`config.mk`:
```
export PLATFORM = sky130hd
export DESIGN_NAME = csv_field_splitter
export DESIGN_NICKNAME = d
export VERILOG_FILES = /design/src/design/csvs_pkg.sv /design/src/design/csvs_core.sv /design/src/design/csvs_out_fifo.sv /design/src/design/csv_field_splitter.sv
export SDC_FILE = /design/constraint.sdc
export NUM_CORES = 1
export LEC_CHECK = 0
export BUFFER_PORTS_ARGS = -buffer_cell sky130_fd_sc_hd__buf_4
export CORE_ASPECT_RATIO = 1.4
export CORE_MARGIN = 5
export CORE_UTILIZATION = 35
export CTS_BUF_LIST = sky130_fd_sc_hd__clkbuf_8 sky130_fd_sc_hd__clkbuf_16
export DETAILED_ROUTE_END_ITERATION = 6
export GPL_TIMING_DRIVEN = 0
export PLACE_DENSITY = 0.52
export SLEW_MARGIN = 20
export SYNTH_ARGS = -nofsm -noshare
export SYNTH_HDL_FRONTEND = slang
export SYNTH_HIERARCHICAL = 1
export SYNTH_SLANG_ARGS = --single-unit
```
`constraint.sdc`:
```
create_clock -name clk_i -period 9.1 [get_ports clk_i]
set_input_delay 2.73 -clock clk_i [delete_from_list [all_inputs] [get_ports clk_i]]
set_output_delay 2.73 -clock clk_i [all_outputs]
set_load 0.05 [all_outputs]
```
`src/design/csvs_pkg.sv`:
```
// ----------------------------------------------------------------------------
// csvs_pkg
// shared types and character codes for the csv field splitter
// ----------------------------------------------------------------------------
package csvs_pkg;

  localparam int unsigned ByteBits     = 8;
  localparam int unsigned OutIndexBits = 16;
  localparam int unsigned CfgIdxBits   = 2;

  localparam logic [ByteBits-1:0] ChCr    = 8'h0D;
  localparam logic [ByteBits-1:0] ChLf    = 8'h0A;
  localparam logic [ByteBits-1:0] ChQuote = 8'h22;
  localparam logic [ByteBits-1:0] ChComma = 8'h2C;
  localparam logic [ByteBits-1:0] ChDot   = 8'h2E;

  localparam logic [ByteBits-1:0] SeparatorReset = 8'h2C;
  localparam logic                CrModeReset    = 1'b0;
  localparam logic                CommaDotReset  = 1'b1;

  typedef enum logic [CfgIdxBits-1:0] {
    CfgSeparator  = 2'd0,
    CfgCrMode     = 2'd1,
    CfgCommaToDot = 2'd2
  } cfg_idx_e;

  typedef struct packed {
    logic [ByteBits-1:0] in_byte;
    logic                end_of_data;
  } in_item_t;

  typedef struct packed {
    logic [ByteBits-1:0]     out_byte;
    logic                    is_data;
    logic                    field_end;
    logic                    line_end;
    logic [OutIndexBits-1:0] field_index;
  } out_item_t;

  typedef struct packed {
    logic [ByteBits-1:0] separator;
    logic                cr_mode;
    logic                comma_to_dot;
  } cfg_t;

endpackage

```
`src/design/csvs_core.sv`:
```
// ----------------------------------------------------------------------------
// csvs_core
// per-byte parse state machine: one transaction per enabled cycle
// ----------------------------------------------------------------------------
module csvs_core #(
  parameter int unsigned FIELD_INDEX_BITS = 16
) (
  input  logic                clk_i,
  input  logic                rst_ni,
  input  logic                step_i,
  input  csvs_pkg::in_item_t  item_i,
  input  csvs_pkg::cfg_t      cfg_i,
  output logic                has_result_o,
  output csvs_pkg::out_item_t result_o
);

  typedef enum logic [1:0] {
    PhStart  = 2'd0,
    PhCopy   = 2'd1,
    PhQuoted = 2'd2,
    PhQpend  = 2'd3
  } phase_e;

  phase_e                      phase_q, phase_d;
  logic                        subst_q, subst_d;
  logic                        prev_cr_q, prev_cr_d;
  logic                        line_bytes_q, line_bytes_d;
  logic [FIELD_INDEX_BITS-1:0] field_q, field_d;

  logic [csvs_pkg::ByteBits-1:0] b;
  logic                          copy_rule;

  assign b = item_i.in_byte;

  always_comb begin
    phase_d      = phase_q;
    subst_d      = subst_q;
    prev_cr_d    = prev_cr_q;
    line_bytes_d = line_bytes_q;
    field_d      = field_q;
    has_result_o = 1'b0;
    copy_rule    = 1'b0;
    result_o             = '0;
    result_o.field_index = csvs_pkg::OutIndexBits'(field_q);

    if (item_i.end_of_data) begin
      prev_cr_d = 1'b0;
      if (line_bytes_q) begin
        has_result_o       = 1'b1;
        result_o.field_end = 1'b1;
        result_o.line_end  = 1'b1;
      end
      phase_d      = PhStart;
      subst_d      = 1'b0;
      line_bytes_d = 1'b0;
      field_d      = '0;
    end else if (b == csvs_pkg::ChCr || (b == csvs_pkg::ChLf && !prev_cr_q)) begin
      prev_cr_d = 1'b0;
      if (!(b == csvs_pkg::ChCr && cfg_i.cr_mode)) begin
        has_result_o       = 1'b1;
        result_o.field_end = line_bytes_q;
        result_o.line_end  = 1'b1;
        phase_d            = PhStart;
        subst_d            = 1'b0;
        line_bytes_d       = 1'b0;
        field_d            = '0;
        prev_cr_d          = (b == csvs_pkg::ChCr);
      end
    end else if (b == csvs_pkg::ChLf) begin
      // lf right after cr is swallowed
      prev_cr_d = 1'b0;
    end else begin
      prev_cr_d    = 1'b0;
      line_bytes_d = 1'b1;
      case (phase_q)
        PhStart: begin
          if (b == csvs_pkg::ChQuote) begin
            phase_d = PhQuoted;
            subst_d = cfg_i.comma_to_dot;
          end else if (b == cfg_i.separator) begin
            copy_rule = 1'b1;
          end else begin
            phase_d           = PhCopy;
            has_result_o      = 1'b1;
            result_o.is_data  = 1'b1;
            result_o.out_byte = b;
          end
        end
        PhQuoted: begin
          if (b == csvs_pkg::ChQuote) begin
            phase_d = PhQpend;
            subst_d = 1'b0;
          end else begin
            has_result_o      = 1'b1;
            result_o.is_data  = 1'b1;
            result_o.out_byte = (subst_q && b == csvs_pkg::ChComma) ? csvs_pkg::ChDot : b;
          end
        end
        PhQpend: begin
          if (b == csvs_pkg::ChQuote) begin
            phase_d           = PhQuoted;
            has_result_o      = 1'b1;
            result_o.is_data  = 1'b1;
            result_o.out_byte = b;
          end else begin
            phase_d   = PhCopy;
            copy_rule = 1'b1;
          end
        end
        default: begin
          copy_rule = 1'b1;
        end
      endcase

      if (copy_rule) begin
        has_result_o = 1'b1;
        if (b == cfg_i.separator) begin
          result_o.field_end = 1'b1;
          phase_d            = PhStart;
          subst_d            = 1'b0;
          if (field_q != '1) begin
            field_d = field_q + 1'b1;
          end
        end else begin
          result_o.is_data  = 1'b1;
          result_o.out_byte = b;
        end
      end
    end
  end

  always_ff @(posedge clk_i or negedge rst_ni) begin
    if (!rst_ni) begin
      phase_q      <= PhStart;
      subst_q      <= 1'b0;
      prev_cr_q    <= 1'b0;
      line_bytes_q <= 1'b0;
      field_q      <= '0;
    end else if (step_i) begin
      phase_q      <= phase_d;
      subst_q      <= subst_d;
      prev_cr_q    <= prev_cr_d;
      line_bytes_q <= line_bytes_d;
      field_q      <= field_d;
    end
  end

endmodule

```
`src/design/csvs_out_fifo.sv`:
```
// ----------------------------------------------------------------------------
// csvs_out_fifo
// two-entry result buffer decoupling the parser from output stall
// ----------------------------------------------------------------------------
module csvs_out_fifo (
  input  logic                clk_i,
  input  logic                rst_ni,
  input  logic                push_i,
  input  csvs_pkg::out_item_t push_data_i,
  output logic                full_o,
  output logic                out_valid_o,
  input  logic                out_stall_i,
  output csvs_pkg::out_item_t out_data_o
);

  csvs_pkg::out_item_t mem_q [2];
  logic                wr_ptr_q, rd_ptr_q;
  logic [1:0]          count_q;
  logic                pop;

  assign full_o      = count_q[1];
  assign out_valid_o = (count_q != 2'd0);
  assign pop         = out_valid_o && !out_stall_i;
  assign out_data_o  = mem_q[rd_ptr_q];

  always_ff @(posedge clk_i) begin
    if (push_i) begin
      mem_q[wr_ptr_q] <= push_data_i;
    end
  end

  always_ff @(posedge clk_i or negedge rst_ni) begin
    if (!rst_ni) begin
      wr_ptr_q <= 1'b0;
      rd_ptr_q <= 1'b0;
      count_q  <= 2'd0;
    end else begin
      if (push_i) begin
        wr_ptr_q <= !wr_ptr_q;
      end
      if (pop) begin
        rd_ptr_q <= !rd_ptr_q;
      end
      case ({push_i, pop})
        2'b10:   count_q <= count_q + 2'd1;
        2'b01:   count_q <= count_q - 2'd1;
        default: count_q <= count_q;
      endcase
    end
  end

endmodule

```
`src/design/csv_field_splitter.sv`:
```
// ----------------------------------------------------------------------------
// csv_field_splitter
// streaming csv splitter: one text byte or end-of-data mark per transaction
// ----------------------------------------------------------------------------
// input channel: in_valid_i / in_stall_o carry one byte or end-of-data mark.
// output channel: out_valid_o / out_stall_i carry field bytes and markers for
// field ends and line ends, tagged with the field index within the line.
// an input transaction gives zero or one output transaction.
// a result passes from the input register through the parse logic into the
// result buffer. throughput: one byte per cycle while the buffer is not
// full, set by the single parse state machine.
// when the receiver stalls, the result buffer absorbs up to two results;
// the input stalls only while the buffer is full and the input register holds
// a pending transaction.
// reset clears the parse state and buffer; separator returns to comma,
// cr_mode to 0 and comma_to_dot to 1.
// configuration writes (cfg_we_i) are applied at once and expected only
// while the block is idle.
// ----------------------------------------------------------------------------
module csv_field_splitter #(
  parameter int unsigned FIELD_INDEX_BITS = 16
) (
  input  logic                                clk_i,
  input  logic                                rst_ni,
  input  logic                                in_valid_i,
  output logic                                in_stall_o,
  input  csvs_pkg::in_item_t                  in_data_i,
  output logic                                out_valid_o,
  input  logic                                out_stall_i,
  output csvs_pkg::out_item_t                 out_data_o,
  input  logic                                cfg_we_i,
  input  logic [csvs_pkg::CfgIdxBits-1:0]     cfg_idx_i,
  input  logic [csvs_pkg::ByteBits-1:0]       cfg_data_i
);

  csvs_pkg::cfg_t      cfg_q;
  csvs_pkg::in_item_t  item_q;
  logic                item_valid_q;
  logic                fifo_full;
  logic                step;
  logic                has_result;
  csvs_pkg::out_item_t result;

  assign in_stall_o = item_valid_q && fifo_full;
  assign step       = item_valid_q && !fifo_full;

  always_ff @(posedge clk_i or negedge rst_ni) begin
    if (!rst_ni) begin
      cfg_q.separator    <= csvs_pkg::SeparatorReset;
      cfg_q.cr_mode      <= csvs_pkg::CrModeReset;
      cfg_q.comma_to_dot <= csvs_pkg::CommaDotReset;
    end else if (cfg_we_i) begin
      case (cfg_idx_i)
        csvs_pkg::CfgSeparator:  cfg_q.separator    <= cfg_data_i;
        csvs_pkg::CfgCrMode:     cfg_q.cr_mode      <= cfg_data_i[0];
        csvs_pkg::CfgCommaToDot: cfg_q.comma_to_dot <= cfg_data_i[0];
        default:                 cfg_q              <= cfg_q;
      endcase
    end
  end

  always_ff @(posedge clk_i or negedge rst_ni) begin
    if (!rst_ni) begin
      item_valid_q <= 1'b0;
    end else if (!in_stall_o) begin
      item_valid_q <= in_valid_i;
    end
  end

  always_ff @(posedge clk_i) begin
    if (in_valid_i && !in_stall_o) begin
      item_q <= in_data_i;
    end
  end

  csvs_core #(
    .FIELD_INDEX_BITS(FIELD_INDEX_BITS)
  ) u_core (
    .clk_i       (clk_i),
    .rst_ni      (rst_ni),
    .step_i      (step),
    .item_i      (item_q),
    .cfg_i       (cfg_q),
    .has_result_o(has_result),
    .result_o    (result)
  );

  csvs_out_fifo u_out_fifo (
    .clk_i      (clk_i),
    .rst_ni     (rst_ni),
    .push_i     (step && has_result),
    .push_data_i(result),
    .full_o     (fifo_full),
    .out_valid_o(out_valid_o),
    .out_stall_i(out_stall_i),
    .out_data_o (out_data_o)
  );

endmodule
```
==> run_results.csv <==
group,metric,value,unit
cts,cts_buffer_depth,2,
die,io_pins,53,
worst_setup_path,r2r_start,"item_q[5]",
layout,final_layout_size_suffix_gt1_share,34.9,%
cts,clkLatencyLatePin,0.34,ns
worst_setup_path,ff2ff_setup_slack,6.04,ns
worst_setup_path,crit_arrival,1.52,ns
worst_setup_path,r2r_cells,7,
synth,synth-seq-cells,99,
timing,rsz0062_at_grt,"no",
power,ir_worst_vdd,0.101,mV
cts,cts_tree,"built",
synth,yosys.area.top_type,"edfxtp_1",
worst_setup_path,required,6.37,ns
drt,num_vias,3006,
timing,fmax,235,MHz
worst_setup_path,crit_type,"reg2out",
synth,ys_top_cells_by_area,"edfxtp_1, dfrtp_1, mux2_4",
worst_setup_path,slowest_delay,0.37,ns
power,cellLeakagePower,2.21,nW
synth,synth_top_area_share,39.2,%
cts,cts_hold_buf,0,
worst_setup_path,worstReg2RegEnd,"u_out_fifo/mem_q[1][10]",
drt,drc_errors,0,
timing,maxSlewViolCount,0,
cts,cts_made_buffers,9,
placed_design,hpwlAfterDp,6920,um
grt,grt_max_degree,37,
layout,synthToLayoutAreaGrowth,19.8,%
cts,root_buffer,"clkbuf_16",
drt,avgViaCountPerCell,5.05,
timing,period_needed,4.25,ns
grt,met1_usage,15.4,%
job,max_cap_viol_count,0,
worst_setup_path,cp_slowest_cell,"dfrtp_1",
synth,yosys_warnings,6,
grt,track_usage,12.5,%
placed_design,gp_congestion,0.806,
synth,async_reset_ff_share,36.4,%
worst_setup_path,crit_fanout,10,
layout,final_net_count,434,
drt,avgRoutedWirePerCell,16.2,um
worst_setup_path,critPathLaunchType,"flip-flop",
synth,avgSynthCellArea,14.0,um^2
cts,clock_sinks,99,
layout,antenna_cells,0,
drt,drt_iter0_drc,105,
die,die_area,0.0163,mm^2
timing,worstMarginPinSlew,0.742,ns
drt,wirelength,9620,um
power,power_density,280,mW/mm^2
status,status,"completed",
timing,fin_setup_tns,0,ns
synth,synth_flop_cell,"edfxtp_1",
synth,synth_fp_nets,370,
die,num_rows,50,
grt,overflow,0,
die,start_util,35.9,%
synth,ys_seq_area_share,57.9,%
die,die_w,109,um
placed_design,io_buffer_count,52,
worst_setup_path,cp_cell_sequence,"buf_6, buf_12, mux2_4, buf_4",
timing,setup_viol,0,
synth,synth_most_common_cell,"edfxtp_1",
worst_hold_path,worstHoldPathCells,1,
grt,grt_util_met3,2.73,%
grt,grt_pass1_wl,15900,um
synth,ys_types,63,
cts,clk_pin_slew,0.07,ns
grt,grt_busiest_layer,"met2",
drt,drt_first_pass_iters,4,
grt,antenna_found_initial,0,
cts,htreeDepth,3,
worst_hold_path,min_to,"u_out_fifo/count_q[0]",
grt,grt_pass1_vias,3072,
timing,hold_ws,0.517,ns
synth,synth-edff-count,63,
grt,met2_usage,21.2,%
die,die_h,149,um
timing,relSlewSlack,50.5,%
drt,postRouteAntennaNets,0,
timing,finalCritPeriodShare,46.7,%
timing,finalClockSkew,0.00471,ns
synth,synth_cells,344,
cts,cts_resized,0,
layout,fill_cells,1235,
worst_hold_path,hp-class,"reg2reg",
die,coreArea,0.0135,mm^2
synth,synth_common_cells,"edfxtp_1, dfrtp_1, nand2_1",
synth,syn_area,0.00483,mm^2
cts,cts_setup_buffers,0,
timing,timing.final.hold_violations,0,
worst_setup_path,endpoint_kind,"output port",
worst_hold_path,hp-start,"u_out_fifo/count_q[0]",
## final cells by class
type	count	area [um^2]	share of cell area, %
sequential	99	2800	48.3
multi-input combinational	226	1900	32.8
timing repair buffer	53	418	7.22
tap	182	228	3.94
clock buffer	9	225	3.89
buffer	11	116	2.01
clock inverter	7	76.3	1.32
inverter	8	30.0	0.519
## flip-flops by register name, summed over array words and instances, names as in the netlist
register             cells
cfg_q                   10
item_q                   9
item_valid_q             1
u_core/field_q          16
u_core/line_bytes_q      1
u_core/phase_q           2
u_core/prev_cr_q         1
u_core/subst_q           1
u_out_fifo/count_q       2
u_out_fifo/mem_q        54
u_out_fifo/rd_ptr_q      1
u_out_fifo/wr_ptr_q      1
## metrics by stage
stage	power [W]	utilization [%]	worst slack [ns]	std cells	area (um^2)
floorplan	0.00109	-	5.35	344	4830
global placement	0.00124	40.5	4.75	578	5450
detailed placement	0.00125	40.8	5.21	579	5490
CTS	0.00164	43.0	4.83	595	5790
global route	0.00170	43.0	4.77	595	5790
finish	0.00162	43.0	4.85	595	5790
## worst max path at each step
stage	startpoint	endpoint	slack, ns
6_report	u_out_fifo/rd_ptr_q	out_data_o[16]	4.85
5_1_grt	u_out_fifo/rd_ptr_q	out_data_o[17]	4.77
4_1_cts	u_out_fifo/rd_ptr_q	out_data_o[16]	4.83
3_5_place_dp	u_out_fifo/rd_ptr_q	out_data_o[16]	5.21
3_3_place_gp	item_q[5]	u_out_fifo/mem_q[0][10]	4.75
2_1_floorplan	u_out_fifo/rd_ptr_q	out_data_o[10]	5.35
## logic make-up (layout without fill, tap and decap cells)
group           after synthesis  after routing  share of synthesized area [%]
compound gates               40             40                           6.68
xor+xnor                     13             13                           2.36
fa+ha+maj                     2              2                          0.518
buf+inv                      19             88                           3.03
flops                        99             99                           57.9
mux                          48             48                           12.4
simple gates                123            123                           17.1
## critical path: cells and delay by family, from the launching register on
kind	cells	cell delay, ns
mux	1	0.30
buf+inv	3	0.50
flops	1	0.37
## power by group
group | total (W) | switching (W) | internal (W) | leakage, nW
Clock | 0.000384 | 0.000168 | 0.000216 | 0.154
Sequential | 0.000610 | 0.0000417 | 0.000569 | 1.08
Combinational | 0.000626 | 0.000381 | 0.000245 | 0.982
## layer usage
metal / vias to the layer above / part of all wire, % / wire (um)
li1: 1441 / - / -
met1: 1479 / 43 / 4170
met2: 69 / 51 / 4890
met3: 17 / 3.5 / 341
met4: 0 / 2.3 / 218
met5: - / 0 / 0
## cell usage in the layout, fill, tap and decap left out, types with 6 or more instances in the layout
cell       count
mux2_2        18
or4_1          6
xnor2_1       10
mux2i_1       11
nand3_1       14
dfrtp_1       32
nand2b_1       9
nand4_1       11
and2_1        11
a21oi_1        6
o31ai_1        6
nor2_1         9
mux2_4        19
edfxtp_1      63
buf_4         55
clkbuf_16      9
nand2_1       20
inv_1          9
Note: power is estimated with default switching activity, not from simulation.
